`config.mk`:
```
export PLATFORM = sky130hd
export DESIGN_NAME = utf8_stream_validator
export DESIGN_NICKNAME = d
export VERILOG_FILES = /design/src/sv/u8v_pkg.sv /design/src/sv/u8v_classify.sv /design/src/sv/u8v_queue.sv /design/src/sv/u8v_decode.sv /design/src/sv/utf8_stream_validator.sv
export SDC_FILE = /design/constraint.sdc
export NUM_CORES = 1
export LEC_CHECK = 0
export BUFFER_PORTS_ARGS = -buffer_cell sky130_fd_sc_hd__buf_2
export CORE_MARGIN = 1.5
export CORE_UTILIZATION = 50
export DETAILED_ROUTE_END_ITERATION = 16
export PLACE_DENSITY = 0.83
export SETUP_SLACK_MARGIN = 0.1
export SLEW_MARGIN = 10
export SYNTH_ARGS = -nofsm -noshare
export SYNTH_HDL_FRONTEND = slang
export SYNTH_SLANG_ARGS = --single-unit
export TNS_END_PERCENT = 1
```
`constraint.sdc`:
```
create_clock -name clock -period 1.6 [get_ports clock]
set_input_delay 0.08 -clock clock [delete_from_list [all_inputs] [get_ports clock]]
set_output_delay 0.08 -clock clock [all_outputs]
set_load 0.03 [all_outputs]
```
`src/sv/u8v_pkg.sv`:
```
`default_nettype none

package u8v_pkg;

   // depth of the queue between the classifier and the decoder
   localparam int QueueDepth = 2;

   // byte kinds as seen outside a sequence
   localparam logic [2:0] KIND_ASCII = 3'd0;
   localparam logic [2:0] KIND_LEAD2 = 3'd1;
   localparam logic [2:0] KIND_LEAD3 = 3'd2;
   localparam logic [2:0] KIND_LEAD4 = 3'd3;
   localparam logic [2:0] KIND_BAD   = 3'd4;

   // code point limits
   localparam logic [20:0] CP_MIN_LEN3  = 21'h000800;
   localparam logic [20:0] CP_MIN_LEN4  = 21'h010000;
   localparam logic [20:0] CP_MAX       = 21'h10ffff;
   localparam logic [20:0] CP_SURR_LOW  = 21'h00d800;
   localparam logic [20:0] CP_SURR_HIGH = 21'h00dfff;

   // one classified word handed from the front to the back
   typedef struct packed {
      logic       last;
      logic       is_cont;
      logic [2:0] kind;
      logic [5:0] payload;
   } byte_class_type;

endpackage

`default_nettype wire

```
`src/sv/u8v_classify.sv`:
```
`default_nettype none

module u8v_classify
   import u8v_pkg::*;
(
   input  wire logic [7:0]     data_byte,
   input  wire logic           last_byte,
   output byte_class_type      item
);

   logic       is_cont;
   logic [2:0] kind;
   logic [5:0] payload;

   // lead decode and payload bits
   always_comb begin
      is_cont = (data_byte[7:6] == 2'b10);
      kind    = KIND_BAD;
      payload = data_byte[5:0];
      if (!data_byte[7]) begin
         kind = KIND_ASCII;
      end else if (data_byte[7:5] == 3'b110) begin
         if (data_byte[4:1] != 4'd0) begin
            kind    = KIND_LEAD2;
            payload = {1'b0, data_byte[4:0]};
         end
      end else if (data_byte[7:4] == 4'b1110) begin
         kind    = KIND_LEAD3;
         payload = {2'b00, data_byte[3:0]};
      end else if (data_byte[7:3] == 5'b11110) begin
         kind    = KIND_LEAD4;
         payload = {3'b000, data_byte[2:0]};
      end
   end

   assign item = '{last: last_byte, is_cont: is_cont, kind: kind, payload: payload};

endmodule

`default_nettype wire

```
`src/sv/u8v_queue.sv`:
```
`default_nettype none

module u8v_queue
   import u8v_pkg::*;
#(
   parameter int DEPTH = QueueDepth
) (
   input  wire logic           clock,
   input  wire logic           reset,
   input  wire logic           push,
   input  wire byte_class_type push_item,
   output logic                full,
   input  wire logic           pop,
   output logic                not_empty,
   output byte_class_type      head_item
);

   localparam int PtrW = (DEPTH > 1) ? $clog2(DEPTH) : 1;
   localparam int CntW = $clog2(DEPTH + 1);

   byte_class_type          slot_ff [DEPTH];
   logic [PtrW-1:0]         wr_ptr_ff, wr_ptr_in;
   logic [PtrW-1:0]         rd_ptr_ff, rd_ptr_in;
   logic [CntW-1:0]         count_ff, count_in;

   assign full      = (count_ff == CntW'(DEPTH));
   assign not_empty = (count_ff != '0);
   assign head_item = slot_ff[rd_ptr_ff];

   // pointer and fill count update
   always_comb begin
      wr_ptr_in = wr_ptr_ff;
      rd_ptr_in = rd_ptr_ff;
      count_in  = count_ff;
      if (push) begin
         wr_ptr_in = (wr_ptr_ff == PtrW'(DEPTH - 1)) ? '0 : wr_ptr_ff + 1'b1;
      end
      if (pop) begin
         rd_ptr_in = (rd_ptr_ff == PtrW'(DEPTH - 1)) ? '0 : rd_ptr_ff + 1'b1;
      end
      if (push && !pop) begin
         count_in = count_ff + 1'b1;
      end else if (pop && !push) begin
         count_in = count_ff - 1'b1;
      end
   end

   always_ff @(posedge clock) begin
      if (reset) begin
         wr_ptr_ff <= '0;
         rd_ptr_ff <= '0;
         count_ff  <= '0;
      end else begin
         wr_ptr_ff <= wr_ptr_in;
         rd_ptr_ff <= rd_ptr_in;
         count_ff  <= count_in;
      end
   end

   // storage
   always_ff @(posedge clock) begin
      if (push) begin
         slot_ff[wr_ptr_ff] <= push_item;
      end
   end

endmodule

`default_nettype wire

```
`src/sv/u8v_decode.sv`:
```
`default_nettype none

module u8v_decode
   import u8v_pkg::*;
(
   input  wire logic           clock,
   input  wire logic           reset,
   input  wire logic           in_valid,
   input  wire byte_class_type in_item,
   output logic                in_take,
   output logic                out_valid,
   input  wire logic           out_ready,
   output logic                out_error,
   output logic                out_done,
   output logic                out_ok
);

   logic [1:0]  pend_ff, pend_in;
   logic [1:0]  len_ff, len_in;
   logic [20:0] acc_ff, acc_in;
   logic        err_ff, err_in;
   logic        valid_ff, valid_in;
   logic        error_ff, error_in;
   logic        done_ff, done_in;
   logic        ok_ff, ok_in;
   logic [20:0] cp;
   logic        cp_bad;

   assign in_take   = in_valid && (!valid_ff || out_ready);
   assign out_valid = valid_ff;
   assign out_error = error_ff;
   assign out_done  = done_ff;
   assign out_ok    = ok_ff;

   // code point with this continuation shifted in, and its range checks
   always_comb begin
      cp     = {acc_ff[14:0], in_item.payload};
      cp_bad = ((len_ff == 2'd2) && (cp < CP_MIN_LEN3))
            || ((len_ff == 2'd3) && (cp < CP_MIN_LEN4))
            || (cp > CP_MAX)
            || ((cp >= CP_SURR_LOW) && (cp <= CP_SURR_HIGH));
   end

   // sequence state machine
   always_comb begin
      pend_in  = pend_ff;
      len_in   = len_ff;
      acc_in   = acc_ff;
      err_in   = err_ff;
      valid_in = valid_ff && !out_ready;
      error_in = error_ff;
      done_in  = done_ff;
      ok_in    = ok_ff;
      if (in_take) begin
         if (pend_ff == 2'd0) begin
            case (in_item.kind)
               KIND_ASCII: ;
               KIND_LEAD2: begin
                  pend_in = 2'd1;
                  len_in  = 2'd1;
                  acc_in  = 21'(in_item.payload);
               end
               KIND_LEAD3: begin
                  pend_in = 2'd2;
                  len_in  = 2'd2;
                  acc_in  = 21'(in_item.payload);
               end
               KIND_LEAD4: begin
                  pend_in = 2'd3;
                  len_in  = 2'd3;
                  acc_in  = 21'(in_item.payload);
               end
               default: err_in = 1'b1;
            endcase
         end else if (!in_item.is_cont) begin
            err_in  = 1'b1;
            pend_in = 2'd0;
            len_in  = 2'd0;
            acc_in  = '0;
         end else begin
            pend_in = pend_ff - 2'd1;
            acc_in  = cp;
            if (pend_ff == 2'd1) begin
               if (cp_bad) begin
                  err_in = 1'b1;
               end
               len_in = 2'd0;
               acc_in = '0;
            end
         end
         // a sequence cut off by the end of the message
         if (in_item.last && (pend_in != 2'd0)) begin
            err_in = 1'b1;
         end
         valid_in = 1'b1;
         error_in = err_in;
         done_in  = in_item.last;
         ok_in    = in_item.last && !err_in;
         // message end clears the sequence state
         if (in_item.last) begin
            pend_in = 2'd0;
            len_in  = 2'd0;
            acc_in  = '0;
            err_in  = 1'b0;
         end
      end
   end

   always_ff @(posedge clock) begin
      if (reset) begin
         pend_ff  <= '0;
         len_ff   <= '0;
         acc_ff   <= '0;
         err_ff   <= 1'b0;
         valid_ff <= 1'b0;
      end else begin
         pend_ff  <= pend_in;
         len_ff   <= len_in;
         acc_ff   <= acc_in;
         err_ff   <= err_in;
         valid_ff <= valid_in;
      end
   end

   // result word register
   always_ff @(posedge clock) begin
      error_ff <= error_in;
      done_ff  <= done_in;
      ok_ff    <= ok_in;
   end

endmodule

`default_nettype wire

```
`src/sv/utf8_stream_validator.sv`:
```
// UTF-8 stream validator.
// The req channel takes one message byte per word in req_tdata, with req_tlast
// on the final byte of a message. The rsp channel returns one word for every
// byte: rsp_tdata[0] is the sticky error flag of the message so far,
// rsp_tdata[1] is set on the final word when the whole message is valid, and
// rsp_tlast marks the word for the final byte.
// A classifier decodes each byte as it is accepted and writes it into a
// two-entry queue; the decoder pops one word per cycle unless the output stalls,
// runs the sequence and code point checks and holds the result in an output
// register. Throughput is one byte per cycle while the receiver does not
// stall. An accepted byte is written into the queue register first, and its
// result word is then loaded into the output register with rsp_tvalid high.
// Reset (synchronous, active high) empties the queue and the output register
// and clears the sequence state. When the receiver stalls, the output register
// holds its word, the queue fills and req_tready falls once it is full; no word
// is lost. After each final byte the decoder state returns to reset values.
`default_nettype none

module utf8_stream_validator
   import u8v_pkg::*;
#(
   parameter int QUEUE_DEPTH = QueueDepth
) (
   input  wire logic        clock,
   input  wire logic        reset,
   input  wire logic        req_tvalid,
   output logic             req_tready,
   input  wire logic [7:0]  req_tdata,   // [7:0] data_byte
   input  wire logic        req_tlast,
   output logic             rsp_tvalid,
   input  wire logic        rsp_tready,
   output logic [7:0]       rsp_tdata,   // [0] error_seen, [1] message_valid, [7:2] zero
   output logic             rsp_tlast
);

   byte_class_type  front_item;
   byte_class_type  head_item;
   logic            q_full;
   logic            q_not_empty;
   logic            q_pop;
   logic            push;
   logic            error_seen;
   logic            message_done;
   logic            message_valid;

   assign req_tready = !q_full;
   assign push       = req_tvalid && !q_full;

   // front: byte classification
   u8v_classify u_classify (
      .data_byte (req_tdata),
      .last_byte (req_tlast),
      .item      (front_item)
   );

   u8v_queue #(
      .DEPTH (QUEUE_DEPTH)
   ) u_queue (
      .clock     (clock),
      .reset     (reset),
      .push      (push),
      .push_item (front_item),
      .full      (q_full),
      .pop       (q_pop),
      .not_empty (q_not_empty),
      .head_item (head_item)
   );

   // back: sequence decode and result register
   u8v_decode u_decode (
      .clock     (clock),
      .reset     (reset),
      .in_valid  (q_not_empty),
      .in_item   (head_item),
      .in_take   (q_pop),
      .out_valid (rsp_tvalid),
      .out_ready (rsp_tready),
      .out_error (error_seen),
      .out_done  (message_done),
      .out_ok    (message_valid)
   );

   assign rsp_tdata = {6'd0, message_valid, error_seen};
   assign rsp_tlast = message_done;

endmodule

`default_nettype wire
```
Word level (Yosys, flattened, before mapping)
Memories as Yosys holds them, arrays and structs flattened. A register that Yosys moved wholly into a read port is not among the register bits. Index checks and enable logic that the tools add are counted.

RAM bits: 22. Bits of input ports: 13. Word-level logic and storage cells: 108. Output and inout port bits: 11. Flip-flop bits (word level): 28. Memories: 1.

Reductions and logical operators: 30. Order comparisons: 5. Mux-type cells: 42. Add/subtract/negate cells: 5. Equal/unequal tests: 14.

Memories: u_queue.slot_ff (words 2, bits a word 11, rd ports 1, clocked after Yosys merged registers in 1, write ports 1, line u8v_queue.sv:21) `byte_class_type slot_ff [DEPTH];`.

Operators with widths (number): $mux 15 (5); $mux 6 (5); $ge 21x16->1 const B (1); $gt 21x21->1 const B (1); $le 21x16->1 const B (1); $lt 21x12->1 const B (1); $lt 21x17->1 const B (1); $mux 2 (10); $mux 1 (15); $mux 3 (5); $pmux 2 s3 (2); $logic_and 1x1->1 (10); $eq 2x2->1 const B (4); $eq 3x2->1 const B (2); $logic_not 1->1 (6); $reduce_bool 2->1 (3); $eq 5x5->1 const B (1); $ne 5x4->1 const B (1); $eq 4x4->1 const B (1); $logic_or 1x1->1 (4); $ne 4x3->1 const B (1); $reduce_bool 4->1 (1); $reduce_or 4->1 (1); $sub 2x1->2 const B (2); other kinds (11) (12).

Longest topological paths before layout
Gate-level depths: netlist of run 1.

Word-level depth: 13. Mapped depth: 8. Mapped depth without buffers: 7.

Cells and area by module
From an unflattened synthesis of run 1, not the netlist that was laid out.

Cell total of the unflattened synthesis: 222. Area total of the unflattened synthesis: 2316.0 sq um.

By module, submodules not included: u8v_decode (sequential area each 510.5 sq um, area each 1112.3 sq um, times used 1, cells an instance 135); u8v_queue (sequential area each 760.7 sq um, area each 999.7 sq um, times used 1, cells an instance 56); u8v_classify (sequential area each 0.0 sq um, area each 130.1 sq um, times used 1, cells an instance 20); utf8_stream_validator (sequential area each 0.0 sq um, area each 73.8 sq um, times used 1, cells an instance 11).

Least setup slack after synthesis of run 1
No wires, ideal clock.

Path kind: reg2reg. Start: reg u_decode.pend_ff[0]. End: reg u_decode.acc_ff[8]. Library setup time: 0.071 ns. Slack: -0.185 ns. Period minus slack after synthesis: 1.785 ns. Data arrival time: 1.715 ns. Path buffers: 2. Required time: 1.529 ns. Stages on the path, launching flop included: 9. Cells stage by stage: dfxtp_1 -> inv_1 -> ha_1 -> clkbuf_1 -> nor4_2 -> buf_2 -> nand2_1 -> or2_2 -> a21oi_1.

Longest elaborated chain between the ends: 5. Elaborated cells between the ends (all ways): 8. Those cells by class: eq/ne (2); mux (4); reduce/logical (2).

RTL lines: from (decl) (line u8v_decode.sv:18) `logic [1:0] pend_ff, pend_in;`; from (signal assigned) (line u8v_decode.sv:117) `pend_ff <= pend_in;`; $eq 2x1->1 (line u8v_decode.sv:83) `if (pend_ff == 2'd1) begin`; $mux 15 (line u8v_decode.sv:83); $mux 15 (line u8v_decode.sv:75) `end else if (!in_item.is_cont) begin`; $mux 15 (line u8v_decode.sv:55) `if (pend_ff == 2'd0) begin`; $mux 15 (line u8v_decode.sv:100) `if (in_item.last) begin`; to (signal assigned) (line u8v_decode.sv:119) `acc_ff <= acc_in;`; to (decl) (line u8v_decode.sv:20) `logic [20:0] acc_ff, acc_in;`.

Several ways; a longest one is shown, not always the timed one. A chain may end at the register's enable or synchronous reset.

==> run summary, run 1 <==
pwr dens: 1620 nW/µm²
DP Wirelength: 3230 µm
hold_sp: req_tdata[3]
Setup crit start: u_queue.slot_ff[0][8]$_DFFE_PP_
# clock sinks: 51
vias in the first global route: 1712
count of final hold-check violations: 0
status: finished with violations
gr usage total: 0.199
routability cong.: 0.857
largest family of logic cells by synthesized area: simple AND/OR/NAND/NOR gates
Final nets: 288
Fin Clk Skew: 0.00317 ns
Adder-Cell Fraction of Synth Area: 0.0162
crit-path max cell delay: 0.49 ns
Max-Cap Viols: 0
post-synthesis xor/xnor area fraction: 0.0151
CP Class: reg2reg
H-tree Lvls: 2
RSZ-0062 raised after global routing: yes
deepest clock path buffer count: 2
Seq. cell area: 1280 µm²
Num CTS Buffers: 5
final instance area: 2920 µm²
diode count: 0
initial drt markers: 95
Synth Area in Simple Gates: 0.180
IO Count: 24
critical path required time: 1.85 ns
core region area: 4410 µm²
Avg Inst Size Synth: 10.3 µm²
post-route core utilization: 0.662
clock root buffer master: clkbuf_8
DR pass1 iterations: 4
die width: 71.2 µm
die height: 71.2 µm
CP delay by family, top: simple AND/OR/NAND/NOR gates
Seq/Total Area, Yosys: 0.547
DRC viols: 0
Synth Instances: 226
area occupied by multi-input gates: 1080 µm²
CTS clock-pin slew for the worst setup and hold paths: 0.09 ns
CP Cell Sequence: nor3b_2, o21ai_1, a41o_1, or4_4, a21oi_2
Crit-path slowest cell: or4_4
Min Clock Period, post-route: 1.80 ns
Peak supply drop: 1110 µV
post-route clock period utilization: 1.13
dpl ws: -0.291 ns
CP Max Fanout: 4
Layout area overhead: 25.8%
TritonCTS clock tree: yes
reg2reg start: u_queue.slot_ff[0][8]$_DFFE_PP_
hold slack final: 0.0481 ns
layout cell share with drive strength beyond 1: 0.341
via/cell ratio: 5.48
first-pass GRT wire length: 7720 µm
maximum number of pins on one net before global-route repair: 17
Critical Path AT: 2.05 ns
Die ar.: 5070 µm²
Lkg Pwr: 1.12 nW
Post-DRT Antenna Nets: 0
row count: 24
via count: 1782
failing checks: negative setup slack
Starting Density: 0.526
Hold WC Path Type: in2reg
Fmax: 555 MHz
fillcell total: 325
Clock Latency Late Sink: 0.31 ns
crit path capture type: flip-flop
PortBufs: 17
synth unique cells: 43
Compound-Gate Fraction of Synth Area: 0.124
proportion of synthesized area in mux cells: 0.0485
max-slew violation count: 0
DP Area: 2620 µm²
total wire length: 4890 µm
flop and latch count out of synthesis: 51
PnR worst setup slack: -0.202 ns
Warnings, synthesis: 0
startpoint types: flip-flop
Mapped Area: 2320 µm²
Routed WL per cell: 15.1 µm
initial antenna violation count: 0
Buf/Inv on CP: 0
grt total ovfl: 0
final setup violation count: 20
state kept, by name, indices dropped and copies added, names as in the netlist, named ones only:
register and count:
u_decode.pend_ff 2, u_decode.out_done 1, u_decode.out_ok 1, u_decode.err_ff 1
u_decode.acc_ff 15, u_queue.count_ff 2, u_decode.len_ff 2, u_decode.out_error 1
u_decode.out_valid 1, u_queue.slot_ff 22, u_queue.rd_ptr_ff 1, u_queue.wr_ptr_ff 1
per-layer routing:
metal  up-vias  wire length (µm)  GRT usage
li1        882                 -          -
met1       844              2090      0.237
met2        43              2490      0.331
met3        13               209     0.0655
met4         0               104     0.0818
met5         -                 0          0
cell type report:
cell class / count / share of cell area
flip-flops and latches: 51 / 0.438
multi-input cells: 151 / 0.369
repair buffers: 53 / 0.128
clock buffers: 6 / 0.0248
well taps: 52 / 0.0223
inverters: 10 / 0.0128
clock inverters: 2 / 0.00599
path summary, 6_finish.rpt:
path,cells after the start,slack (ns),to
worst max-delay path,5,-0.20,u_decode.len_ff[0]$_SDFFE_PP0P_
worst min-delay path,1,0.05,u_queue.slot_ff[0][3]$_DFFE_PP_
worst min register to register,2,0.46,u_decode.acc_ff[11]$_SDFFE_PP0P_
worst max register to register,5,-0.20,u_decode.len_ff[0]$_SDFFE_PP0P_
through the flow:
step                setup TNS [ns]  instances  power [mW]
floorplan                   -0.633        231        3.04
finish                       -2.45        325        4.73
detailed placement           -2.57        311        3.62
global route                 -3.39        325        4.99
CTS                          -1.46        323        4.57
global placement             -1.58        311        3.54
synthesized netlist by cell type:
library cell	count	area, µm²
dfxtp_1	26	521
edfxtp_1	25	751
nand2_1	21	78.8
a21oi_1	18	90.1
nor2_1	18	67.6
nand3_1	11	55.1
inv_1	9	33.8
mux2i_1	9	90.1
buf_4	8	60.1
o31ai_1	8	60.1
clkbuf_1	6	22.5
nor3_1	5	25.0
or2_1	5	31.3
or2_2	4	25.0
xor2_1	4	35.0
buf_2	3	15.0
ha_1	3	37.5
o21ai_0	3	15.0
o21ai_1	3	15.0
or4_1	3	22.5
a211oi_1	2	15.0
a21o_1	2	15.0
a22oi_1	2	15.0
a32oi_1	2	17.5
and3_1	2	12.5
buf_6	2	22.5
nand2b_1	2	12.5
nor2b_1	2	12.5
nor4b_1	2	17.5
o22ai_1	2	12.5
or3_1	2	12.5
a31oi_1	1	6.26
a41o_1	1	10.0
and3b_1	1	8.76
conb_1	1	3.75
inv_2	1	3.75
mux2i_4	1	22.5
nor3b_1	1	7.51
nor4_2	1	12.5
nor4bb_1	1	10.0
o21bai_1	1	7.51
o221ai_1	1	8.76
or2_0	1	6.26
cell usage in the layout, fill, tap and decap left out, drive strengths merged, types with 3 or more instances in the layout:
cell type,Yosys,routed
clkbuf,6,6
ha,3,3
edfxtp,25,25
nor2,18,18
o21ai,6,6
conb,1,6
o31ai,8,8
dlygate4sd3,0,4
buf,13,49
a21oi,18,18
xor2,4,4
or4,3,3
dfxtp,26,26
mux2i,10,10
nand2,21,21
or2,10,10
nor3,5,5
nand3,11,11
inv,10,10
kinds of logic (layout without fill, tap and decap cells):
family / after synthesis / count (layout)
buf+inv: 29 / 71
flops: 51 / 51
other cells: 1 / 6
mux: 10 / 10
compound gates: 46 / 46
xor+xnor: 4 / 4
simple gates: 82 / 82
fa+ha+maj: 3 / 3
report_power, final:
part / switching [mW] / internal, mW
clock network: 0.432 / 0.314
logic: 1.18 / 0.952
registers: 0.170 / 1.68
timing repair:
action                     4_1_cts  5_1_grt
pin swaps                        9        2
setup buffers                    0        2
gates resized for setup         20       12
hold endpoints to repair         8        0
setup endpoints to repair       23       23
hold buffers                     4        0
No activity file was read; power rests on OpenSTA's default activity.
==> inputs of run 2 (changes only) <==
SKIP_LAST_GASP = 1   (was not set)
==> run summary, run 2 (synthesis gave the netlist of run 1 again) <==
max-slew violation count: 0
Final Total Pwr: 4.54 mW
net switching share of the total power: 0.371
area occupied by multi-input gates: 1020 µm²
Starting Density: 0.526
Peak supply drop: 1090 µV
Lkg Pwr: 1.10 nW
Seq. cell area: 1280 µm²
IO Count: 24
Critical Path AT: 2.04 ns
Die ar.: 5070 µm²
PnR worst setup slack: -0.184 ns
most frequent cells in the layout: buf_4 (30), edfxtp_1 (25), dfxtp_1 (24)
hold slack final: 0.0487 ns
critical path required time: 1.85 ns
CTS clock-pin slew for the worst setup and hold paths: 0.09 ns
Layout area overhead: 22.7%
startpoint types: flip-flop
Seq pwr share: 0.405
fillcell total: 333
Hold WC Path Type: in2reg
Clock Latency Late Sink: 0.31 ns
status: finished with violations
row count: 24
failing checks: negative setup slack
Logic pwr share: 0.432
Setup crit start: u_queue.slot_ff[0][8]$_DFFE_PP_
final setup violation count: 21
routability cong.: 0.857
reg2reg start: u_queue.slot_ff[0][8]$_DFFE_PP_
DR pass1 iterations: 4
total wire length: 4590 µm
Top reg by flops: u_queue.slot_ff
H-tree Lvls: 2
maximum number of pins on one net before global-route repair: 17
RSZ-0062 raised after global routing: yes
clock root buffer master: clkbuf_8
pwr dens: 1590 nW/µm²
diode count: 0
most common cell after layout, fill and taps aside: buf_4
DP Wirelength: 3230 µm
CP Max Fanout: 4
crit path capture type: flip-flop
Num CTS Buffers: 5
count of final hold-check violations: 0
PortBufs: 17
Net Switching: 1.68 mW
core region area: 4410 µm²
die height: 71.2 µm
max FFs per register: 22
top flop regs: u_queue.slot_ff (22), u_decode.acc_ff (15)
Critical Path End: u_decode.len_ff[0]$_SDFFE_PP0P_
grt total ovfl: 0
post-route clock period utilization: 1.12
dpl ws: -0.291 ns
Clk pwr share: 0.164
DRC viols: 0
# clock sinks: 51
Min Clock Period, post-route: 1.78 ns
TritonCTS clock tree: yes
CP Class: reg2reg
via count: 1771
Final nets: 287
Max-Cap Viols: 0
cell internal pwr: 2.85 mW
vias in the first global route: 1706
cells on worst reg2reg path: 5
r2r endpoint: u_decode.len_ff[0]$_SDFFE_PP0P_
Routed WL per cell: 14.2 µm
gr usage total: 0.198
via/cell ratio: 5.47
initial antenna violation count: 0
die width: 71.2 µm
layout cell share with drive strength beyond 1: 0.305
Fin Clk Skew: 0.00575 ns
first-pass GRT wire length: 7700 µm
Fmax: 561 MHz
Post-DRT Antenna Nets: 0
initial drt markers: 83
R2R setup slack: -0.18 ns
deepest clock path buffer count: 2
run 2: final cells by class:
type                            instances  area share
Clock inverter                          2     0.00615
Inverter                               10      0.0132
Clock buffer                            6      0.0255
Timing Repair Buffer                   52       0.127
Multi-Input combinational cell        151       0.358
Tap cell                               52      0.0228
Sequential cell                        51       0.448
run 2: how the worst min path moves through the flow:
stage,from,end,slack (ns),depth (start not counted)
after floorplan,req_tdata[0],u_queue.slot_ff[0][0]$_DFFE_PP_,0.18,0
after global placement,req_tdata[0],u_queue.slot_ff[1][0]$_DFFE_PP_,0.27,1
after detailed placement,req_tlast,u_queue.slot_ff[0][10]$_DFFE_PP_,0.28,1
after CTS,req_tdata[3],u_queue.slot_ff[0][3]$_DFFE_PP_,0.03,1
after global routing,req_tdata[3],u_queue.slot_ff[0][3]$_DFFE_PP_,0.04,1
final,req_tdata[3],u_queue.slot_ff[0][3]$_DFFE_PP_,0.05,1
run 2: worst max-delay path, stage by stage, from the launching register on:
cell      delay (ns)
edfxtp_1        0.46
nor3b_2         0.27
o21ai_1         0.10
a41o_1          0.28
or4_4           0.50
a21oi_2         0.12
run 2: power by group through the flow:
stage | Clock, mW | Sequential (mW) | Combinational, mW
after detailed placement | 0 | 1.85 | 1.77
after global placement | 0 | 1.83 | 1.71
after global routing | 0.813 | 1.87 | 2.12
final | 0.742 | 1.84 | 1.96
after floorplan | 0 | 1.83 | 1.21
after CTS | 0.762 | 1.83 | 1.82
run 2: per-layer routing:
metal  vias to the layer above  track usage  routed length, µm
met5                         -            0                  0
met4                         0       0.0818                 62
met3                         7       0.0684                211
met2                        39        0.323               2370
li1                        882            -                  -
met1                       843        0.240               1950
run 2: what timing repair did:
item,CTS,global route
endpoints found under the hold margin,8,0
buffers inserted,0,1
pin swaps,0,2
cloned,0,0
resized for setup,7,12
hold buffers,4,0
setup endpoints to repair,23,23
run 2: per-stage QoR:
stage / area [µm²] / utilization / setup TNS (ns) / cells
2_1_floorplan: 2370 / - / -0.633 / 231
3_3_place_gp: 2620 / 0.594 / -1.58 / 311
3_5_place_dp: 2620 / 0.594 / -2.57 / 311
4_1_cts: 2780 / 0.630 / -2.00 / 323
5_1_grt: 2850 / 0.646 / -3.97 / 324
6_report: 2850 / 0.646 / -2.40 / 324
==> inputs of run 3 (changes only) <==
PLACE_DENSITY = 0.72   (was 0.83)
==> run summary, run 3 (synthesis gave the netlist of run 1 again) <==
core region area: 4410 µm²
status: finished with violations
Final Total Pwr: 4.57 mW
critical path required time: 1.85 ns
Post-DRT Antenna Nets: 0
top flop regs: u_queue.slot_ff (22), u_decode.acc_ff (15)
most common cell after layout, fill and taps aside: buf_4
Die ar.: 5070 µm²
via count: 1748
grt total ovfl: 0
post-route clock period utilization: 1.14
die height: 71.2 µm
setup_tns: -2.48 ns
Seq pwr share: 0.396
CP Class: reg2reg
Fin Clk Skew: 0.00827 ns
count of final hold-check violations: 0
fillcell total: 365
Fmax: 550 MHz
crit-path max cell delay: 0.50 ns
vias in the first global route: 1710
initial antenna violation count: 0
Net Switching: 1.65 mW
maximum number of pins on one net before global-route repair: 16
DR pass1 iterations: 4
PnR worst setup slack: -0.219 ns
max-slew violation count: 0
max FFs per register: 22
Logic pwr share: 0.435
startpoint types: flip-flop
Peak supply drop: 1020 µV
CP Cell Sequence: buf_4, nor3b_4, o21ai_1, a41o_1, or4_4, a21oi_1
total placed cells including tap cells: 310
final setup violation count: 19
most frequent cells in the layout: buf_4 (33), edfxtp_1 (25), dfxtp_1 (24)
# clock sinks: 51
via/cell ratio: 5.33
clock root buffer master: clkbuf_8
Hold WC Path Type: in2reg
diode count: 0
CTS clock-pin slew for the worst setup and hold paths: 0.09 ns
pwr dens: 1600 nW/µm²
DRC viols: 0
Starting Density: 0.526
IO Count: 24
RSZ-0062 raised after global routing: yes
Crit-path slowest cell: or4_4
Min Clock Period, post-route: 1.82 ns
layout cell share with drive strength beyond 1: 0.297
dpl ws: -0.235 ns
Layout area overhead: 23.3%
Top reg by flops: u_queue.slot_ff
gr usage total: 0.189
initial drt markers: 96
first-pass GRT wire length: 7510 µm
cell internal pwr: 2.93 mW
PortBufs: 17
CP Max Fanout: 5
routability cong.: 0.851
deepest clock path buffer count: 2
Clock Latency Late Sink: 0.31 ns
Critical Path AT: 2.07 ns
net switching share of the total power: 0.361
crit path capture type: flip-flop
TritonCTS clock tree: yes
row count: 24
Max-Cap Viols: 0
die width: 71.2 µm
failing checks: negative setup slack
Num CTS Buffers: 5
H-tree Lvls: 2
DP Wirelength: 3090 µm
Clk pwr share: 0.169
Final Non-Filler Cells: 328
Routed WL per cell: 13.4 µm
total wire length: 4410 µm
Final nets: 291
Lkg Pwr: 1.11 nW
-- run 3: worst paths after layout --
| path | from | end | slack, ns | cells past startpoint |
|---|---|---|---|---|
| worst max-delay path | flip-flop | u_decode.len_ff[0]$_SDFFE_PP0P_ | -0.22 | 6 |
| worst min-delay path | req_tdata[3] | u_queue.slot_ff[1][3]$_DFFE_PP_ | 0.05 | 1 |
| worst max register to register | flip-flop | u_decode.len_ff[0]$_SDFFE_PP0P_ | -0.22 | 6 |
| worst min register to register | u_decode.acc_ff[12]$_SDFFE_PP0P_ | u_decode.acc_ff[12]$_SDFFE_PP0P_ | 0.47 | 2 |
-- run 3: per-layer routing --
layer / routed length (µm) / part of all wire / GRT usage / vias up
li1: - / - / - / 897
met1: 2020 / 0.46 / 0.234 / 802
met2: 2150 / 0.49 / 0.312 / 41
met3: 165 / 0.037 / 0.0541 / 8
met4: 75 / 0.017 / 0.0734 / 0
met5: 0 / 0 / 0 / -
-- run 3: what timing repair did --
item,in CTS,in global routing
buffers inserted,0,5
endpoints found under the hold margin,8,0
pin swaps,0,2
hold buffers,4,0
cloned,0,1
resized for setup,8,10
endpoints found under the setup margin,23,23
-- run 3: layout make-up --
class,instances,area [µm²],area share
Inverter,10,37.5,0.0131
Timing Repair Buffer,56,389,0.136
Clock buffer,6,82.6,0.0288
Clock inverter,2,12.5,0.00437
Tap cell,52,65.1,0.0227
Sequential cell,51,1280,0.446
Multi-Input combinational cell,151,1000,0.349
-- run 3: per-stage QoR --
step / utilization / hold WS (ns) / instance area, µm²
after global placement: 0.592 / 0.275 / 2610
final: 0.649 / 0.0483 / 2860
after floorplan: - / 0.179 / 2370
after detailed placement: 0.592 / 0.277 / 2610
after global routing: 0.649 / 0.0582 / 2860
after CTS: 0.631 / 0.0442 / 2790
-- run 3: power by group through the flow --
stage | Sequential, mW | Combinational [mW] | Clock (mW)
floorplan | 1.83 | 1.21 | 0
global placement | 1.84 | 1.71 | 0
detailed placement | 1.85 | 1.74 | 0
CTS | 1.83 | 1.81 | 0.782
global route | 1.84 | 2.19 | 0.838
finish | 1.81 | 1.99 | 0.773
-- run 3: worst max-delay path: cells and delay by family (launching register included) --
kind	cells	cell delay (ns)
AND/OR/NAND/NOR	2	0.68
AO/OA/AOI/OAI	3	0.54
flip-flops	1	0.38
buffers and inverters	1	0.16
